$ cat src/rtl/pfmt_pkg.sv
`timescale 1ns / 1ps
`default_nettype none
// ---------------------------------------------------------------------------
// pfmt_pkg
// shared constants, command type and digit character function for the numeric formatter
// ---------------------------------------------------------------------------
package pfmt_pkg;

  localparam int VALUE_BITS = 32;
  // argument bits taken from the 32-bit argument word
  localparam int ARG_BITS   = (VALUE_BITS > 32) ? 32 : VALUE_BITS;
  // octal gives the longest digit string
  localparam int MAX_DIGITS = (ARG_BITS + 2) / 3;
  localparam int CNT_W      = $clog2(MAX_DIGITS + 1);
  localparam int IDX_W      = $clog2(MAX_DIGITS);

  // divide by ten as multiply by reciprocal, exact for 32-bit operands
  localparam int          DIV_W       = 32;
  localparam int          PROD_W      = 2 * DIV_W;
  localparam int          RECIP_SHIFT = 35;
  localparam logic [31:0] RECIP_TEN   = 32'hCCCC_CCCD;

  localparam int QUEUE_DEPTH = 2;
  localparam int QPTR_W      = (QUEUE_DEPTH > 1) ? $clog2(QUEUE_DEPTH) : 1;
  localparam int QCNT_W      = $clog2(QUEUE_DEPTH + 1);

  // format characters
  localparam logic [7:0] CH_NUL     = 8'h00;
  localparam logic [7:0] CH_PERCENT = 8'h25;
  localparam logic [7:0] CH_MINUS   = 8'h2D;
  localparam logic [7:0] CH_D       = 8'h64;
  localparam logic [7:0] CH_U       = 8'h75;
  localparam logic [7:0] CH_X_LO    = 8'h78;
  localparam logic [7:0] CH_X_UP    = 8'h58;
  localparam logic [7:0] CH_O       = 8'h6F;
  localparam logic [7:0] CH_C       = 8'h63;
  localparam logic [7:0] CH_S       = 8'h73;

  // radix codes
  localparam logic [1:0] RAD_DEC = 2'd0;
  localparam logic [1:0] RAD_HEX = 2'd1;
  localparam logic [1:0] RAD_OCT = 2'd2;

  typedef struct packed {
    logic                is_num;
    logic [1:0]          radix;
    logic                neg;
    logic                unsup;
    logic [7:0]          ch;
    logic [ARG_BITS-1:0] mag;
  } cmd_t;

  function automatic logic [7:0] digit_char(input logic [3:0] d);
    logic [7:0] c;
    if (d < 4'd10) begin
      c = 8'h30 + {4'h0, d};
    end else begin
      c = 8'h37 + {4'h0, d};
    end
    return c;
  endfunction

endpackage
`default_nettype wire

$ cat src/rtl/pfmt_in_if.sv
`timescale 1ns / 1ps
`default_nettype none
// ---------------------------------------------------------------------------
// pfmt_in_if
// format byte and argument channel, valid/ready handshake
// ---------------------------------------------------------------------------
interface pfmt_in_if;
  logic        valid;
  logic        ready;
  logic [7:0]  fmt_byte;
  logic [31:0] arg_value;

  modport source (output valid, output fmt_byte, output arg_value, input ready);
  modport sink   (input valid, input fmt_byte, input arg_value, output ready);
endinterface
`default_nettype wire

$ cat src/rtl/pfmt_out_if.sv
`timescale 1ns / 1ps
`default_nettype none
// ---------------------------------------------------------------------------
// pfmt_out_if
// character result channel, valid/ready handshake
// ---------------------------------------------------------------------------
interface pfmt_out_if;
  logic       valid;
  logic       ready;
  logic [7:0] out_char;
  logic       last;
  logic       unsupported;

  modport source (output valid, output out_char, output last, output unsupported,
                  input ready);
  modport sink   (input valid, input out_char, input last, input unsupported,
                  output ready);
endinterface
`default_nettype wire

$ cat src/rtl/pfmt_front.sv
`timescale 1ns / 1ps
`default_nettype none
// ---------------------------------------------------------------------------
// pfmt_front
// accepts format bytes, tracks a pending percent, builds back-end commands
// ---------------------------------------------------------------------------
module pfmt_front (
  input  wire logic           clk,
  input  wire logic           rst,
  pfmt_in_if.sink             in_ch,
  input  wire logic           full,
  output logic                push,
  output pfmt_pkg::cmd_t      cmd
);

  logic                          percent_pending;
  logic                          percent_pending_next;
  logic                          take;
  logic                          emit;
  logic [pfmt_pkg::ARG_BITS-1:0] arg;

  assign in_ch.ready = !full;
  assign take        = in_ch.valid && !full;
  assign arg         = in_ch.arg_value[pfmt_pkg::ARG_BITS-1:0];
  assign push        = take && emit;

  always_comb begin
    cmd                  = '0;
    cmd.ch               = in_ch.fmt_byte;
    cmd.radix            = pfmt_pkg::RAD_DEC;
    cmd.mag              = arg;
    emit                 = 1'b1;
    percent_pending_next = 1'b0;
    if (in_ch.fmt_byte == pfmt_pkg::CH_NUL) begin
      cmd.ch = pfmt_pkg::CH_NUL;
    end else if (!percent_pending) begin
      if (in_ch.fmt_byte == pfmt_pkg::CH_PERCENT) begin
        emit                 = 1'b0;
        percent_pending_next = 1'b1;
      end
    end else begin
      case (in_ch.fmt_byte)
        pfmt_pkg::CH_D: begin
          cmd.is_num = 1'b1;
          cmd.neg    = arg[pfmt_pkg::ARG_BITS-1];
          if (arg[pfmt_pkg::ARG_BITS-1]) begin
            cmd.mag = (~arg) + 1'b1;
          end
        end
        pfmt_pkg::CH_U: begin
          cmd.is_num = 1'b1;
        end
        pfmt_pkg::CH_X_LO, pfmt_pkg::CH_X_UP: begin
          cmd.is_num = 1'b1;
          cmd.radix  = pfmt_pkg::RAD_HEX;
        end
        pfmt_pkg::CH_O: begin
          cmd.is_num = 1'b1;
          cmd.radix  = pfmt_pkg::RAD_OCT;
        end
        pfmt_pkg::CH_S: begin
          cmd.ch    = pfmt_pkg::CH_NUL;
          cmd.unsup = 1'b1;
        end
        pfmt_pkg::CH_C: begin
          cmd.ch = in_ch.arg_value[7:0];
        end
        default: begin
          cmd.ch = in_ch.fmt_byte;
        end
      endcase
    end
  end

  always_ff @(posedge clk) begin
    if (rst) begin
      percent_pending <= 1'b0;
    end else if (take) begin
      percent_pending <= percent_pending_next;
    end
  end

endmodule
`default_nettype wire

$ cat src/rtl/pfmt_queue.sv
`timescale 1ns / 1ps
`default_nettype none
// ---------------------------------------------------------------------------
// pfmt_queue
// short command fifo between front and back
// ---------------------------------------------------------------------------
module pfmt_queue (
  input  wire logic           clk,
  input  wire logic           rst,
  input  wire logic           push,
  input  wire pfmt_pkg::cmd_t push_cmd,
  output logic                full,
  input  wire logic           pop,
  output pfmt_pkg::cmd_t      head_cmd,
  output logic                not_empty
);

  pfmt_pkg::cmd_t                entries [pfmt_pkg::QUEUE_DEPTH];
  logic [pfmt_pkg::QPTR_W-1:0]   wr_ptr;
  logic [pfmt_pkg::QPTR_W-1:0]   rd_ptr;
  logic [pfmt_pkg::QCNT_W-1:0]   count;

  assign full      = (count == pfmt_pkg::QCNT_W'(pfmt_pkg::QUEUE_DEPTH));
  assign not_empty = (count != '0);
  assign head_cmd  = entries[rd_ptr];

  function automatic logic [pfmt_pkg::QPTR_W-1:0] ptr_inc(
    input logic [pfmt_pkg::QPTR_W-1:0] p
  );
    logic [pfmt_pkg::QPTR_W-1:0] n;
    if (p == pfmt_pkg::QPTR_W'(pfmt_pkg::QUEUE_DEPTH - 1)) begin
      n = '0;
    end else begin
      n = p + 1'b1;
    end
    return n;
  endfunction

  always_ff @(posedge clk) begin
    if (push) begin
      entries[wr_ptr] <= push_cmd;
    end
  end

  always_ff @(posedge clk) begin
    if (rst) begin
      wr_ptr <= '0;
      rd_ptr <= '0;
      count  <= '0;
    end else begin
      if (push) begin
        wr_ptr <= ptr_inc(wr_ptr);
      end
      if (pop) begin
        rd_ptr <= ptr_inc(rd_ptr);
      end
      if (push && !pop) begin
        count <= count + 1'b1;
      end else if (pop && !push) begin
        count <= count - 1'b1;
      end
    end
  end

endmodule
`default_nettype wire

$ cat src/rtl/pfmt_back.sv
`timescale 1ns / 1ps
`default_nettype none
// ---------------------------------------------------------------------------
// pfmt_back
// digit engine: splits the magnitude into digits, then emits characters
// ---------------------------------------------------------------------------
module pfmt_back (
  input  wire logic           clk,
  input  wire logic           rst,
  input  wire pfmt_pkg::cmd_t cmd,
  input  wire logic           cmd_valid,
  output logic                pop,
  pfmt_out_if.source          out_ch
);

  localparam logic [2:0] ST_IDLE  = 3'd0;
  localparam logic [2:0] ST_MINUS = 3'd1;
  localparam logic [2:0] ST_MUL   = 3'd2;
  localparam logic [2:0] ST_DIG   = 3'd3;
  localparam logic [2:0] ST_POP   = 3'd4;

  logic [2:0]                    state;
  logic [1:0]                    radix;
  logic [pfmt_pkg::ARG_BITS-1:0] mag;
  logic [pfmt_pkg::PROD_W-1:0]   prod;
  logic [3:0]                    stack [pfmt_pkg::MAX_DIGITS];
  logic [pfmt_pkg::CNT_W-1:0]    cnt;
  logic                          out_valid;
  logic [7:0]                    out_char;
  logic                          out_last;
  logic                          out_unsup;

  logic                          can_load;
  logic                          load;
  logic [pfmt_pkg::ARG_BITS-1:0] q10;
  logic [pfmt_pkg::ARG_BITS-1:0] q10_x10;
  logic [pfmt_pkg::ARG_BITS-1:0] quot;
  logic [3:0]                    dig;
  logic [pfmt_pkg::IDX_W-1:0]    top_idx;
  logic [pfmt_pkg::DIV_W-1:0]    mag_ext;

  assign out_ch.valid       = out_valid;
  assign out_ch.out_char    = out_char;
  assign out_ch.last        = out_last;
  assign out_ch.unsupported = out_unsup;

  assign can_load = !out_valid || out_ch.ready;
  assign pop      = (state == ST_IDLE) && cmd_valid && (cmd.is_num || can_load);
  assign top_idx  = pfmt_pkg::IDX_W'(cnt - 1'b1);
  assign mag_ext  = pfmt_pkg::DIV_W'(mag);

  // output register takes a new character this cycle
  assign load = can_load &&
                (((state == ST_IDLE) && cmd_valid && !cmd.is_num) ||
                 (state == ST_MINUS) || (state == ST_POP));

  // quotient by ten from the registered product, remainder by shift-add
  assign q10     = pfmt_pkg::ARG_BITS'(prod >> pfmt_pkg::RECIP_SHIFT);
  assign q10_x10 = (q10 << 3) + (q10 << 1);

  always_comb begin
    case (radix)
      pfmt_pkg::RAD_HEX: begin
        dig  = mag[3:0];
        quot = mag >> 4;
      end
      pfmt_pkg::RAD_OCT: begin
        dig  = {1'b0, mag[2:0]};
        quot = mag >> 3;
      end
      default: begin
        dig  = 4'(mag - q10_x10);
        quot = q10;
      end
    endcase
  end

  always_ff @(posedge clk) begin
    if (rst) begin
      state     <= ST_IDLE;
      cnt       <= '0;
      out_valid <= 1'b0;
    end else begin
      if (load) begin
        out_valid <= 1'b1;
      end else if (out_ch.ready) begin
        out_valid <= 1'b0;
      end
      case (state)
        ST_IDLE: begin
          if (cmd_valid) begin
            if (!cmd.is_num) begin
              if (can_load) begin
                out_char  <= cmd.ch;
                out_last  <= 1'b1;
                out_unsup <= cmd.unsup;
              end
            end else begin
              mag   <= cmd.mag;
              radix <= cmd.radix;
              cnt   <= '0;
              if (cmd.neg) begin
                state <= ST_MINUS;
              end else if (cmd.radix == pfmt_pkg::RAD_DEC) begin
                state <= ST_MUL;
              end else begin
                state <= ST_DIG;
              end
            end
          end
        end
        ST_MINUS: begin
          if (can_load) begin
            out_char  <= pfmt_pkg::CH_MINUS;
            out_last  <= 1'b0;
            out_unsup <= 1'b0;
            state     <= (radix == pfmt_pkg::RAD_DEC) ? ST_MUL : ST_DIG;
          end
        end
        ST_MUL: begin
          prod  <= {{pfmt_pkg::DIV_W{1'b0}}, mag_ext} *
                   {{pfmt_pkg::DIV_W{1'b0}}, pfmt_pkg::RECIP_TEN};
          state <= ST_DIG;
        end
        ST_DIG: begin
          stack[cnt[pfmt_pkg::IDX_W-1:0]] <= dig;
          cnt <= cnt + 1'b1;
          mag <= quot;
          if (quot == '0) begin
            state <= ST_POP;
          end else if (radix == pfmt_pkg::RAD_DEC) begin
            state <= ST_MUL;
          end else begin
            state <= ST_DIG;
          end
        end
        ST_POP: begin
          if (can_load) begin
            out_char  <= pfmt_pkg::digit_char(stack[top_idx]);
            out_last  <= (cnt == pfmt_pkg::CNT_W'(1));
            out_unsup <= 1'b0;
            cnt       <= cnt - 1'b1;
            if (cnt == pfmt_pkg::CNT_W'(1)) begin
              state <= ST_IDLE;
            end
          end
        end
        default: begin
          state <= ST_IDLE;
        end
      endcase
    end
  end

endmodule
`default_nettype wire

$ cat src/rtl/printf_numeric_formatter.sv
`timescale 1ns / 1ps
`default_nettype none
// ---------------------------------------------------------------------------
// printf_numeric_formatter
// printf-style integer formatter: format bytes in, ascii characters out
// ---------------------------------------------------------------------------
// Format bytes come in one transaction at a time, each with a 32-bit argument
// word. A front end decodes the byte (plain text, percent, conversion letter,
// terminator) and queues a command; a back end turns it into characters on an
// output register, so the two sides stall independently. Ordinary bytes, %c,
// %s (flagged unsupported, char zero) and the terminator give one character
// each. A numeric conversion splits the magnitude into digits least
// significant first onto a small digit stack, then pops them most
// significant first: hex and octal take each digit by a shift, decimal by
// a registered multiply by the reciprocal of ten, then the remainder; each
// popped digit is emitted as one character. A bare percent emits nothing;
// percent followed by zero emits the terminator.
// ---------------------------------------------------------------------------
module printf_numeric_formatter (
  input  wire logic  clk,
  input  wire logic  rst,
  pfmt_in_if.sink    in_ch,
  pfmt_out_if.source out_ch
);

  // front to queue
  logic                 push;
  pfmt_pkg::cmd_t       push_cmd;
  logic                 full;

  // queue to back
  logic                 pop;
  pfmt_pkg::cmd_t       head_cmd;
  logic                 not_empty;

  // decode side: percent tracking and command build
  pfmt_front u_front (
    .clk   (clk),
    .rst   (rst),
    .in_ch (in_ch),
    .full  (full),
    .push  (push),
    .cmd   (push_cmd)
  );

  // decoupling queue
  pfmt_queue u_queue (
    .clk       (clk),
    .rst       (rst),
    .push      (push),
    .push_cmd  (push_cmd),
    .full      (full),
    .pop       (pop),
    .head_cmd  (head_cmd),
    .not_empty (not_empty)
  );

  // digit engine and output register
  pfmt_back u_back (
    .clk       (clk),
    .rst       (rst),
    .cmd       (head_cmd),
    .cmd_valid (not_empty),
    .pop       (pop),
    .out_ch    (out_ch)
  );

endmodule
`default_nettype wire
$ cat src/flat_wrapper.sv
// flat-port wrapper written by rule: the top's interface ports become plain ports
module printf_numeric_formatter_flat 
  (clk, rst, in_ch_valid, in_ch_fmt_byte, in_ch_arg_value, in_ch_ready, out_ch_valid, out_ch_out_char, out_ch_last, out_ch_unsupported, out_ch_ready);
  pfmt_in_if in_ch_i ();
  pfmt_out_if out_ch_i ();
  input  wire logic clk;
  input  wire logic rst;
  input wire logic [$bits(in_ch_i.valid)-1:0] in_ch_valid;
  input wire logic [$bits(in_ch_i.fmt_byte)-1:0] in_ch_fmt_byte;
  input wire logic [$bits(in_ch_i.arg_value)-1:0] in_ch_arg_value;
  output wire logic [$bits(in_ch_i.ready)-1:0] in_ch_ready;
  output wire logic [$bits(out_ch_i.valid)-1:0] out_ch_valid;
  output wire logic [$bits(out_ch_i.out_char)-1:0] out_ch_out_char;
  output wire logic [$bits(out_ch_i.last)-1:0] out_ch_last;
  output wire logic [$bits(out_ch_i.unsupported)-1:0] out_ch_unsupported;
  input wire logic [$bits(out_ch_i.ready)-1:0] out_ch_ready;
  assign in_ch_i.valid = in_ch_valid;
  assign in_ch_i.fmt_byte = in_ch_fmt_byte;
  assign in_ch_i.arg_value = in_ch_arg_value;
  assign in_ch_ready = in_ch_i.ready;
  assign out_ch_valid = out_ch_i.valid;
  assign out_ch_out_char = out_ch_i.out_char;
  assign out_ch_last = out_ch_i.last;
  assign out_ch_unsupported = out_ch_i.unsupported;
  assign out_ch_i.ready = out_ch_ready;
  printf_numeric_formatter u_core (.clk(clk), .rst(rst), .in_ch(in_ch_i), .out_ch(out_ch_i));
endmodule
$ cat config.mk
export PLATFORM = sky130hd
export DESIGN_NAME = printf_numeric_formatter_flat
export DESIGN_NICKNAME = d
export VERILOG_FILES = /design/src/rtl/pfmt_pkg.sv /design/src/rtl/pfmt_in_if.sv /design/src/rtl/pfmt_out_if.sv /design/src/rtl/pfmt_front.sv /design/src/rtl/pfmt_queue.sv /design/src/rtl/pfmt_back.sv /design/src/rtl/printf_numeric_formatter.sv /design/src/flat_wrapper.sv
export SDC_FILE = /design/constraint.sdc
export NUM_CORES = 1
export LEC_CHECK = 0
export ABC_AREA = 1
export BUFFER_PORTS_ARGS = -buffer_cell sky130_fd_sc_hd__buf_2
export CAP_MARGIN = 10
export CORE_AREA = 2 2 250 203
export CTS_BUF_LIST = sky130_fd_sc_hd__clkbuf_8
export CTS_CLUSTER_DIAMETER = 120
export CTS_CLUSTER_SIZE = 30
export DETAILED_ROUTE_END_ITERATION = 8
export DIE_AREA = 0 0 252 205
export PLACE_DENSITY_LB_ADDON = 0.2
export SLEW_MARGIN = 20
export SYNTH_ARGS = -nofsm -noshare
export SYNTH_HDL_FRONTEND = slang
export SYNTH_SLANG_ARGS = --single-unit
export TNS_END_PERCENT = 20
$ cat constraint.sdc
create_clock -name clk -period 19.43 [get_ports clk]
set_input_delay 0.9715 -clock clk [delete_from_list [all_inputs] [get_ports clk]]
set_output_delay 0.9715 -clock clk [all_outputs]
set_load 0.05 [all_outputs]
==> qor.json, run 1 <==
{
  "hold-path-cell-count": 1,
  "core_region_um2": 49140,
  "number_of_nets_produced_by_synthesis": 4076,
  "num-fill-cells": 4393,
  "largest_net_degree_at_the_start_of_global_routing": 63,
  "path_cells": "ha_1, inv_1, fa_1, inv_1, fa_1, inv_1, fa_1, inv_1, fa_1, fa_1, fa_1, inv_1, fa_1, inv_1, ha_1, a21oi_1, o21ai_0, a21oi_1, nand2_1, a21oi_1, nand2_1, nand2_1, nand2_1",
  "die_h_um": 205,
  "grt_pass1_vias": 22800,
  "layout-area-overhead-vs-synth_pct": 4.035,
  "syn_avg_cell_area_um2": 8.867,
  "final.hold.worst_slack_ns": 0.4791,
  "clkTransAtPathRegs_ns": 0.18,
  "floorplan.die_area_um2": 51660,
  "synth.cells.most_frequent": "inv_1, nand2_1, fa_1, ha_1, nor2_1",
  "post_cts_resize_count": 0,
  "critPathTopFamily": "adder cells",
  "final_min_period_over_clock_period_pct": 39.80,
  "synth-adder-area-share_pct": 42.09,
  "placedInstanceArea_um2": 30100,
  "dominant_synthesized_flop_cell": "edfxtp_1",
  "initial_utilization_pct": 59.26,
  "combinational_family_with_the_most_area_after_synthesis": "adder cells",
  "max-clock-path-buffers": 3,
  "cp_slowest_cell": "edfxtp_1",
  "worst-setup-path-type": "reg2reg",
  "post_route_standard_cell_area_excluding_fillers_um2": 30290,
  "drive_gt1_share_pct": 4.212,
  "post-synth-top-area-cell": "fa_1",
  "rr_endpoint": "u_core.u_back.prod[52]",
  "drv.max_cap_violation_count": 0,
  "cts.root.buffer_cell": "clkbuf_8",
  "final.setup_skew_ns": 0.04361,
  "drt_iter0_drc": 2209,
  "final.setup.tns_ns": 0,
  "vias_per_cell": 5.636,
  "report.final.setup_viol": 0,
  "syn_area_um2": 29120,
  "postSynth.asyncResetShare_pct": 0,
  "clock.fmax_mhz": 129.3,
  "global_route.usage.total_pct": 36.22,
  "synth_top_area_share_pct": 26.54,
  "slew-limit-headroom_pct": 35.47,
  "crit-reg2reg-launch": "u_core.u_back.mag[20]",
  "gr-total-overflow": 0,
  "synth.yosys.seq_area_share_pct": 22.31,
  "synth_mux_area_share_pct": 0.03437,
  "grt_antenna_before_repair": 5,
  "hold_class": "reg2reg",
  "remaining_antenna_violation_count": 0,
  "crit_path_start_kind": "flop",
  "grt_setup_unrepaired": "false",
  "r2r_setup_slack_ns": 11.70,
  "worst-path-max-fanout": 7,
  "drv_slew": 0,
  "cts_tree": "built",
  "ctsHoldBuffers": 0,
  "vias": 22330,
  "number_of_sinks_driven_by_the_clock_tree": 221,
  "critical-path-top-cell-by-count": "fa_1",
  "cts.htree.levels": 1,
  "worst_setup_path_startpoint": "u_core.u_back.mag[20]",
  "critPathCaptureType": "flop",
  "grt_first_pass_wirelength_um": 138300,
  "synth_edf_count": 207,
  "depth_of_the_worst_register_to_register_path": 23,
  "timing.final.hold_violations": 0,
  "post_synth_main_area_contributors": "fa_1, edfxtp_1, ha_1",
  "row_count": 73,
  "synth_xor_area_share_pct": 2.918,
  "synth_simple_gate_area_share_pct": 13.65,
  "design.final.nets": 4114,
  "hold_path.startpoint": "u_core.u_queue.rd_ptr",
  "cts_setup_buffers": 0,
  "critical_path_arrival_ns": 8.06,
  "syn_inst": 3284,
  "layout.core_utilization_pct": 61.65,
  "dr.pass1.iters": 6,
  "port_buffers": 55,
  "drt_wl_total_um": 90150,
  "post-route-min-period_ns": 7.733,
  "routed_wire_length_per_instance_um": 22.75,
  "timing.critical_path.buf_inv": 6,
  "clk_latency_ns": 0.56,
  "io-pin-count": 56,
  "tritoncts.num_buffers": 11,
  "dpl.hpwl_um": 78160,
  "route.detailed.drc": 0,
  "critical-path-max-stage-delay_ns": 0.87,
  "cp.required_ns": 19.76,
  "synth_most_common_cell": "inv_1",
  "synth-warning-count": 0,
  "synth_compound_area_share_pct": 7.171,
  "result_of_the_run": "completed",
  "routabilityCongestion": 1.061,
  "synth_seq_cells": 221,
  "ys_types": 55,
  "die_w_um": 252,
  "worst_pin_slew_ns": 0.9578
}
-- logic make-up after synthesis --
kind of cell,Yosys count
buf+inv,902
simple gates,955
xor+xnor,94
fa+ha+maj,748
compound gates,363
mux,1
flops,221
-- layout by cell type, fill, tap and decap left out, types with 3 or more instances in the layout --
| master | Yosys | final |
|---|---|---|
| a211oi_1 | 6 | 6 |
| a21boi_0 | 4 | 4 |
| a21o_1 | 15 | 15 |
| a21oi_1 | 130 | 130 |
| a31oi_1 | 38 | 38 |
| buf_2 | 8 | 55 |
| buf_4 | 3 | 14 |
| clkbuf_8 | 0 | 11 |
| dfxtp_1 | 14 | 14 |
| edfxtp_1 | 207 | 207 |
| fa_1 | 386 | 386 |
| ha_1 | 362 | 362 |
| inv_1 | 844 | 846 |
| inv_2 | 14 | 14 |
| nand2_1 | 516 | 516 |
| nand3_1 | 100 | 100 |
| nand4_1 | 17 | 17 |
| nor2_1 | 232 | 229 |
| nor2_2 | 5 | 6 |
| nor2_4 | 2 | 4 |
| nor3_1 | 31 | 31 |
| nor3_2 | 3 | 3 |
| nor4_1 | 8 | 8 |
| o211ai_1 | 8 | 8 |
| o21a_1 | 8 | 8 |
| o21ai_0 | 109 | 109 |
| o21ai_1 | 5 | 5 |
| o21bai_1 | 18 | 18 |
| o22ai_1 | 5 | 5 |
| o31ai_1 | 3 | 3 |
| o41ai_1 | 3 | 3 |
| or2_1 | 13 | 13 |
| or2_2 | 21 | 21 |
| xnor2_1 | 24 | 24 |
| xor2_1 | 68 | 68 |
-- area by class of cell --
type / instances / area [um^2] / share of cell area [%]
clock buffer: 11 / 151.4 / 0.4998
antenna: 1 / 2.502 / 0.008260
sequential: 221 / 6496 / 21.44
clock inverter: 4 / 31.28 / 0.1033
inverter: 858 / 3221 / 10.63
tap: 637 / 797.0 / 2.631
timing repair buffer: 69 / 380.4 / 1.256
multi-input combinational: 2161 / 19210 / 63.43
-- per-stage QoR --
stage                     instances  worst slack, ns
after floorplan                3284            13.22
after global placement         3946            11.81
after detailed placement       3946            11.81
after CTS                      3961            11.79
after global routing           3961            11.51
final                          3962            11.70
-- metal layers --
layer  global-route usage, %  up-vias  wire length, um
li1                        -    10270                -
met1                   54.65    10960            40720
met2                   52.04      958            37040
met3                   10.01      134            10110
met4                   7.777        6             2237
met5                       0        -               46
-- how the worst max path moves through the flow --
stage                        endpoint  slack, ns  cells past startpoint
5_1_grt        u_core.u_back.prod[61]      11.51                     22
6_report       u_core.u_back.prod[52]      11.70                     23
3_5_place_dp   u_core.u_back.prod[52]      11.81                     23
2_1_floorplan  u_core.u_back.prod[61]      13.22                     23
3_3_place_gp   u_core.u_back.prod[47]      11.81                     26
4_1_cts        u_core.u_back.prod[52]      11.79                     23
-- sequential cells by signal, indices dropped and copies added (netlist names), named ones only --
| signal | count |
|---|---|
| u_core.u_queue.entries | 90 |
| u_core.u_back.stack | 44 |
| u_core.u_back.mag | 32 |
| u_core.u_back.prod | 29 |
| u_core.u_back.out_ch.out_char | 8 |
| u_core.u_back.cnt | 4 |
| u_core.u_back.state | 3 |
| u_core.u_back.radix | 2 |
| u_core.u_queue.count | 2 |
| u_core.u_back.out_ch.last | 1 |
| u_core.u_back.out_ch.unsupported | 1 |
| u_core.u_back.out_ch.valid | 1 |
| u_core.u_front.percent_pending | 1 |
| u_core.u_queue.rd_ptr | 1 |
| u_core.u_queue.wr_ptr | 1 |
Power of run 1 is not shown: default switching activity piles up to over one toggle a cycle in this logic, so the estimate is an artifact.
==> run 2, diff against run 1 <==
Clock period 19.43 ns to 7.6 ns, I/O delays scaled along.
==> run 2 against run 1 <==
Die area unchanged. Utilization up 1.1 points. Via count up 2.7%. Sequential share of layout area down 0.36 points. Count of clock-buffer cells in the layout up 4. Design area up 1.7%. Routed wire length up 7.7%. Clock skew up 0.046 ns. Non-clock buffer count up 46. Critical endpoint is now u_core.u_back.prod[62].
==> qor.json, run 2 (synthesis gave the netlist of run 1 again) <==
{
  "timing.final.hold_violations": 0,
  "drv.max_cap_violation_count": 0,
  "final.setup_skew_ns": 0.08912,
  "result_of_the_run": "completed",
  "routed_wire_length_per_instance_um": 24.17,
  "row_count": 73,
  "cts.root.buffer_cell": "clkbuf_8",
  "vias": 22940,
  "crit_path_start_kind": "flop",
  "max-clock-path-buffers": 3,
  "final_min_period_over_clock_period_pct": 96.27,
  "drv_slew": 0,
  "grt_antenna_before_repair": 2,
  "vias_per_cell": 5.712,
  "cts.htree.levels": 1,
  "tritoncts.num_buffers": 14,
  "slew-limit-headroom_pct": 27.90,
  "cp.required_ns": 7.98,
  "port_buffers": 55,
  "final_cell_mix": "inv_1, nand2_1, fa_1",
  "final.setup.tns_ns": 0,
  "grt_pass1_vias": 23330,
  "critPathCaptureType": "flop",
  "largest_reg_flops": 90,
  "remaining_antenna_violation_count": 0,
  "post-route-min-period_ns": 7.316,
  "antenna_cells_inserted": 0,
  "hold_class": "in2reg",
  "grt_setup_unrepaired": "false",
  "layout-area-overhead-vs-synth_pct": 5.822,
  "initial_utilization_pct": 59.26,
  "routabilityCongestion": 1.097,
  "route.detailed.drc": 0,
  "largest_net_degree_at_the_start_of_global_routing": 63,
  "registers.top_by_ff_count": "u_core.u_queue.entries",
  "num-fill-cells": 4275,
  "global_route.usage.total_pct": 38.91,
  "die_h_um": 205,
  "mostFrequentLayoutCell": "inv_1",
  "drt_iter0_drc": 2505,
  "critical_path_arrival_ns": 7.70,
  "report.final.setup_viol": 0,
  "number_of_sinks_driven_by_the_clock_tree": 221,
  "floorplan.die_area_um2": 51660,
  "register_area_um2": 6496,
  "io-pin-count": 56,
  "multi_input_comb_area_um2": 19230,
  "drive_gt1_share_pct": 5.861,
  "worst-path-max-fanout": 9,
  "dpl.hpwl_um": 83760,
  "worst-setup-path-type": "reg2reg",
  "die_w_um": 252,
  "clock.fmax_mhz": 136.7,
  "gr-total-overflow": 0,
  "design.final.nets": 4163,
  "worst_pin_slew_ns": 1.080,
  "cts_tree": "built",
  "dr.pass1.iters": 7,
  "drt_wl_total_um": 97050,
  "core_region_um2": 49140,
  "clkTransAtPathRegs_ns": 0.19,
  "clk_latency_ns": 0.62,
  "grt_first_pass_wirelength_um": 146100
}
## run 2: cell count changes in the layout (fill, tap and decap cells not counted), sizes merged
| cell | previous run | this run |
|---|---|---|
| inv | 861 | 862 |
| buf | 69 | 114 |
| dlygate4sd3 | 0 | 1 |
| clkbuf | 11 | 15 |
| clkinv | 1 | 4 |
| diode | 1 | 0 |
## run 2: final timing paths
path / from / end / slack, ns / depth (start not counted)
worst max-delay path: u_core.u_back.mag[8] / u_core.u_back.prod[62] / 0.28 / 22
worst max register to register: u_core.u_back.mag[8] / u_core.u_back.prod[62] / 0.28 / 22
worst min register to register: u_core.u_queue.rd_ptr / flop / 0.46 / 1
worst min-delay path: in_ch_arg_value[28] / u_core.u_queue.entries[0][28] / 0.11 / 3
## run 2: per-stage QoR
stage / hold WS (ns) / instance area (um^2) / util (%) / std cells / worst slack [ns]
after global placement: 0.4380 / 30410 / 61.89 / 3988 / 0.1919
final: 0.1062 / 30810 / 62.71 / 4015 / 0.2838
after detailed placement: 0.4529 / 30410 / 61.89 / 3988 / 0.2837
after floorplan: 0.4255 / 29120 / - / 3284 / 1.386
after CTS: 0.09978 / 30770 / 62.61 / 4012 / 0.2295
after global routing: 0.1159 / 30810 / 62.71 / 4015 / 0.03968
## run 2: critical path, cell delays in order, from the launching register on
cell	delay [ns]
edfxtp_1	0.81
ha_1	0.50
inv_1	0.18
fa_1	0.56
inv_1	0.05
fa_1	0.52
inv_1	0.06
fa_1	0.50
inv_1	0.05
fa_1	0.55
fa_1	0.43
fa_1	0.63
fa_1	0.49
ha_1	0.34
nand2_1	0.12
nor2_1	0.12
inv_1	0.08
nor2_1	0.37
nand3_1	0.23
nand2_1	0.19
nand3_1	0.11
nand3_1	0.10
nand2_1	0.06
## run 2: final cells by class
cell class,count,area share (%)
flip-flops and latches,221,21.08
clock inverters,8,0.4466
inverters,858,10.45
well taps,637,2.586
multi-input cells,2161,62.40
clock buffers,15,0.6700
repair buffers,115,2.363
## run 2: what timing repair did
item,CTS,global route
setup buffers,0,3
setup endpoints to repair,0,7
resized for setup,0,2
hold buffers,1,0
hold endpoints to repair,2,0
## run 2: layer usage
layer,GRT usage (%),vias to the layer above,wire (um)
li1,-,10370,-
met1,57.26,11210,42450
met2,55.60,1185,39550
met3,11.21,169,11350
met4,11.92,2,3684
met5,0,-,18
Power of run 2 is left out for the same reason.
